File: config.mk
export PLATFORM = sky130hd
export DESIGN_NAME = lpfd_csr
export DESIGN_NICKNAME = d
export VERILOG_FILES = /design/src/rtl/lpfd_pkg.sv /design/src/rtl/lpfd_csr.sv
export SDC_FILE = /design/constraint.sdc
export NUM_CORES = 1
export LEC_CHECK = 0
export BUFFER_PORTS_ARGS = -buffer_cell sky130_fd_sc_hd__buf_2
export CORE_UTILIZATION = 52
export CTS_CLUSTER_DIAMETER = 120
export DETAILED_ROUTE_END_ITERATION = 16
export GPL_TIMING_DRIVEN = 1
export PLACE_DENSITY = 0.86
export SETUP_SLACK_MARGIN = 0.15
export SLEW_MARGIN = 20
export SYNTH_ARGS = -nofsm -noshare
export SYNTH_HDL_FRONTEND = slang
export SYNTH_SLANG_ARGS = --single-unit
File: constraint.sdc
create_clock -name clock -period 3.39 [get_ports clock]
set_input_delay 0.678 -clock clock [delete_from_list [all_inputs] [get_ports clock]]
set_output_delay 0.678 -clock clock [all_outputs]
set_load 0.05 [all_outputs]
File: src/rtl/lpfd_pkg.sv
// ---------------------------------------------------------------------------
// lpfd_pkg
// Widths, header layout, result codes and register map of the deframer.
// ---------------------------------------------------------------------------
package lpfd_pkg;

   // field widths
   localparam int BYTE_W   = 8;
   localparam int OPCODE_W = 16;
   localparam int VER_W    = 16;
   localparam int WORD_W   = 32;
   localparam int LEN_W    = 21;
   localparam int KIND_W   = 2;
   localparam int ERR_W    = 2;

   // header layout, little-endian
   localparam int HDR_BYTES = 16;
   localparam int HDR_POS_W = $clog2(HDR_BYTES);
   localparam logic [HDR_POS_W-1:0] POS_VERSION = HDR_POS_W'(4);
   localparam logic [HDR_POS_W-1:0] POS_OPCODE  = HDR_POS_W'(6);
   localparam logic [HDR_POS_W-1:0] POS_LENGTH  = HDR_POS_W'(8);
   localparam logic [HDR_POS_W-1:0] POS_REQUEST = HDR_POS_W'(12);
   localparam logic [HDR_POS_W-1:0] POS_LAST    = HDR_POS_W'(HDR_BYTES - 1);

   // length limits
   localparam logic [LEN_W-1:0] LEN_MAX           = {LEN_W{1'b1}};
   localparam logic [LEN_W-1:0] MAX_PAYLOAD_RESET = LEN_W'(1024 * 1024);

   // result kinds
   typedef enum logic [KIND_W-1:0] {
      KIND_HEADER  = 2'd0,
      KIND_PAYLOAD = 2'd1,
      KIND_ERROR   = 2'd2
   } kind_type;

   // error codes
   typedef enum logic [ERR_W-1:0] {
      ERR_MAGIC   = 2'd0,
      ERR_VERSION = 2'd1,
      ERR_LENGTH  = 2'd2
   } err_type;

   // register map
   localparam int CSR_DATA_W = 32;
   localparam int CSR_ADDR_W = 4;
   typedef enum logic [1:0] {
      REG_MAGIC   = 2'd0,
      REG_VERSION = 2'd1,
      REG_MAX_LEN = 2'd2
   } reg_idx_type;

   // configuration seen by the core
   typedef struct packed {
      logic [WORD_W-1:0] magic;
      logic [VER_W-1:0]  version;
      logic [LEN_W-1:0]  max_len;
   } cfg_type;

endpackage

File: src/rtl/lpfd_csr.sv
// ---------------------------------------------------------------------------
// lpfd_csr
// APB-style register bank: expected magic, expected version, length limit.
// ---------------------------------------------------------------------------
module lpfd_csr import lpfd_pkg::*; (
   input  logic                  clock,
   input  logic                  reset,
   input  logic                  psel,
   input  logic                  penable,
   input  logic                  pwrite,
   input  logic [CSR_ADDR_W-1:0] paddr,
   input  logic [CSR_DATA_W-1:0] pwdata,
   output logic [CSR_DATA_W-1:0] prdata,
   output logic                  pready,
   output cfg_type               cfg
);

   logic [WORD_W-1:0] magic_ff,   magic_in;
   logic [VER_W-1:0]  version_ff, version_in;
   logic [LEN_W-1:0]  max_len_ff, max_len_in;
   logic              wr_en;
   reg_idx_type       idx;

   assign pready = 1'b1;
   assign wr_en  = psel && penable && pwrite;
   assign idx    = reg_idx_type'(paddr[CSR_ADDR_W-1:2]);

   // write decode; the unmapped word is ignored
   always_comb begin
      magic_in   = magic_ff;
      version_in = version_ff;
      max_len_in = max_len_ff;
      if (wr_en) begin
         unique case (idx)
            REG_MAGIC:   magic_in   = pwdata;
            REG_VERSION: version_in = pwdata[VER_W-1:0];
            REG_MAX_LEN: max_len_in = pwdata[LEN_W-1:0];
            default: ;
         endcase
      end
   end

   // read mux
   always_comb begin
      unique case (idx)
         REG_MAGIC:   prdata = magic_ff;
         REG_VERSION: prdata = CSR_DATA_W'(version_ff);
         REG_MAX_LEN: prdata = CSR_DATA_W'(max_len_ff);
         default:     prdata = '0;
      endcase
   end

   always_ff @(posedge clock) begin
      if (reset) begin
         magic_ff   <= '0;
         version_ff <= '0;
         max_len_ff <= MAX_PAYLOAD_RESET;
      end else begin
         magic_ff   <= magic_in;
         version_ff <= version_in;
         max_len_ff <= max_len_in;
      end
   end

   assign cfg.magic   = magic_ff;
   assign cfg.version = version_ff;
   assign cfg.max_len = max_len_ff;

endmodule

## Word-level counts from Yosys, hierarchy flattened

Index checks and enable logic that the tools add are counted.

- Bits in registers: 69
- Input port bits: 41
- Output and inout port bits: 102

- Equality and inequality tests: 2
- Mux-type cells: 1
- Reductions and logical operators: 6

Operator list:

| cell | number |
|---|---|
| $pmux 32 s3 | 1 |
| $reduce_and 2->1 | 3 |
| $eq 2x1->1 const B | 1 |
| $eq 2x2->1 const B | 1 |
| $logic_and 1x1->1 | 2 |
| $logic_not 2->1 | 1 |

## Depth between registers and ports, before layout

- Depth in word-level cells: 3
- Mapped depth: 6
- Depth with buffers taken out: 3

## Worst setup path after synthesis

No wires, ideal clock.

- Kind: input-to-output
- From: input paddr[2]
- To: output prdata[10]
- Arrival time: 2279 ps
- Data required time: 2712 ps
- Setup slack: 433 ps
- Stages on the path: 4
- Path buffers: 2
- Cell sequence: buf_2 > buf_2 > mux2i_1 > o21ai_0

- Cells in the longest elaborated chain, start to end: 2
- Elaborated cells between the ends (all ways): 4
- Those cells by class: eq/ne (2); mux (1); reduce/logical (1)

Ends and longest elaborated chain:

| what | line | source |
|---|---|---|
| start, declared | lpfd_csr.sv:11 | `input logic [CSR_ADDR_W-1:0] paddr,` |
| $eq 2x2->1, or another cell as far along | lpfd_csr.sv:45 | `unique case (idx)` |
| $pmux 32 s3 * | lpfd_csr.sv:45 |  |
| end, declared | lpfd_csr.sv:13 | `output logic [CSR_DATA_W-1:0] prdata,` |

Mark *: on every way between the ends. The rest lies on a longest branch, timed or not.

## Worst setup path in the final report

- From: input paddr[2]
- To: output prdata[11]

The elaborated chain is that of the path after synthesis.

==> impl_metrics.yaml <==
status:
  outcome: "finished, final reports clean"
grt:
  track_usage: 0.242
  antenna_found_initial: 0
  grt_pass1_wl_um: 12200
  grt_pass1_vias: 2606
  grt_max_degree: 55
  gr-total-overflow: 0
run:
  max-cap-violations: 0
pwr:
  share_comb_of_total_power: 0.109
  p_leak_nw: 2.19
  pwr-share-clk: 0.416
  p_seq_frac: 0.475
  sw_frac_of_total: 0.255
  p_int_mw: 1.30
  ir_drop_uv: 262
  p_switching_mw: 0.444
  cellPowerDensity_nw_per_um2: 409
finish:
  fin_nets: 511
  syn_to_final_growth_pct: 26.4
  diodes: 0
  layout-drive-gt1-share: 0.343
timing:
  worst_slack_ns: 0.496
  period_needed_ns: 2.89
  period_share: 0.854
  hold_viol_final: 0
  setup_violations: 0
  fin_skew_ns: 0
  rsz0062_at_grt: "false"
  finalSetupTns_ns: 0
  max_slew_margin: 0.338
  worst_pin_slew_ns: 0.988
  finalMaxSlewViolations: 0
  fmax_mhz: 346
worst_setup_path:
  cp-start-kind: "primary input"
  worst-setup-path-type: "in2out"
  required_ns: 2.71
  crit_fanout: 17
  arrival_ns: 2.22
  worstSetupEndpointType: "output pin"
clock_network:
  postCtsSetupRepairBufs: 0
  clock_latency_ns: 0.32
  hold_buffers: 0
  cts_buffers: 9
  h-tree-depth: 3
  clk_pin_slew_ns: 0.08
  clk_path_buf_depth: 2
  cts_resized: 0
  cts_tree: "built"
  cts_sinks: 69
  cts-root-buf: "clkbuf_8"
floorplanning:
  die_x_um: 82.6
  core_area_um2: 6100
  start_util: 0.554
  die_h_um: 82.6
  placementRows: 28
  die_area_um2: 6820
  ios: 143
place:
  portBuffers: 139
  dp_hpwl_um: 5420
  place.gp.congestion: 0.771
  place_ws_ns: 0.483
synthesis:
  ys_types: 16
  synth_fp_nets: 384
  syn_area_um2: 3370
  syn_avg_cell_area_um2: 9.84
  synth_top_cell_by_area: "dfxtp_1"
  syn_inst: 343
  synth_area_leaders: "dfxtp_1, mux2i_1, nand2b_1"
  yosys_warnings: 0
  synth_seq_cells: 69
  netlist.area_leader.share: 0.409
  seq_area_frac_synth: 0.409
routing:
  drc: 0
  vias_per_cell: 5.08
  routedWlPerCell_um: 14.6
  first_pass_iters: 4
  vias: 2793
  drt-initial-drc-count: 92
  antenna_left: 0
  wirelength_um: 8050
min_path:
  hold_path.class: "reg2reg"
## final timing paths
check	from	slack, ns	cells after the start	to
worst max-delay path	paddr[2]	0.50	5	prdata[11]
worst min-delay path	magic_ff[26]	0.49	2	magic_ff[26]
worst max register to register	max_len_ff[14]	2.64	2	max_len_ff[14]
worst min register to register	magic_ff[26]	0.49	2	magic_ff[26]
## metrics by stage
stage	hold WS [ns]	cells	power, mW	area, µm²	utilization
3_5_place_dp	0.473	534	1.04	4050	0.665
4_1_cts	0.494	550	1.75	4270	0.700
6_report	0.492	550	1.74	4270	0.700
5_1_grt	0.510	550	1.81	4270	0.700
3_3_place_gp	0.468	534	1.03	4050	0.665
2_1_floorplan	0.700	343	0.985	3370	-
## final cells by class
| class | count | area (µm²) |
|---|---|---|
| Clock inverter | 7 | 90.1 |
| Timing Repair Buffer | 143 | 738 |
| Sequential cell | 69 | 1380 |
| Tap cell | 75 | 93.8 |
| Clock buffer | 9 | 124 |
| Fill cell | 497 | 1830 |
| Multi-Input combinational cell | 247 | 1840 |
## Yosys cell counts
cell type	number
nor2_1	8
nor2b_1	1
o21ai_0	16
clkbuf_1	14
and4_1	1
mux2i_1	90
conb_1	1
buf_6	5
nand2_1	16
buf_2	4
buf_4	4
dfxtp_1	69
nand2b_1	100
and2b_1	1
and2_1	11
nand4_4	2
## power groups by stage
stage / logic [mW] / clock network [mW] / registers, mW
6_report: 0.190 / 0.724 / 0.829
5_1_grt: 0.204 / 0.774 / 0.830
4_1_cts: 0.192 / 0.733 / 0.829
3_5_place_dp: 0.191 / 0 / 0.847
3_3_place_gp: 0.187 / 0 / 0.847
2_1_floorplan: 0.102 / 0 / 0.883
## cell families (layout without fill, tap and decap cells)
logic type,after synthesis,after routing,synth area share
simple gates,140,140,0.252
mux,90,90,0.267
flops,69,69,0.409
buf+inv,27,159,0.0471
compound gates,16,16,0.0237
other cells,1,1,0.00111
## layer usage
metal | vias to the layer above | wire [µm] | track usage
li1 | 1378 | - | -
met1 | 1324 | 3430 | 0.279
met2 | 81 | 4110 | 0.432
met3 | 10 | 402 | 0.0495
met4 | 0 | 112 | 0.100
met5 | - | 0 | 0
## sequential cells by signal, indices dropped and copies added, names as in the netlist
signal,flops
version_ff,16
max_len_ff,21
magic_ff,32
## cells in the final DEF (no fill, tap or decap), types with 3 or more instances in the layout
cell / n
dfxtp_1: 69
clkbuf_8: 9
buf_2: 139
buf_4: 3
nor2_1: 8
mux2i_1: 90
and2_1: 11
clkinv_2: 3
nand2_1: 16
nand2b_1: 100
o21ai_0: 16
## critical path, stage by stage
cell,delay (ns)
buf_2,0.19
nor2b_2,0.80
nand2_1,0.11
o21ai_0,0.12
buf_2,0.31
Note: power is estimated with default switching activity, not from simulation.
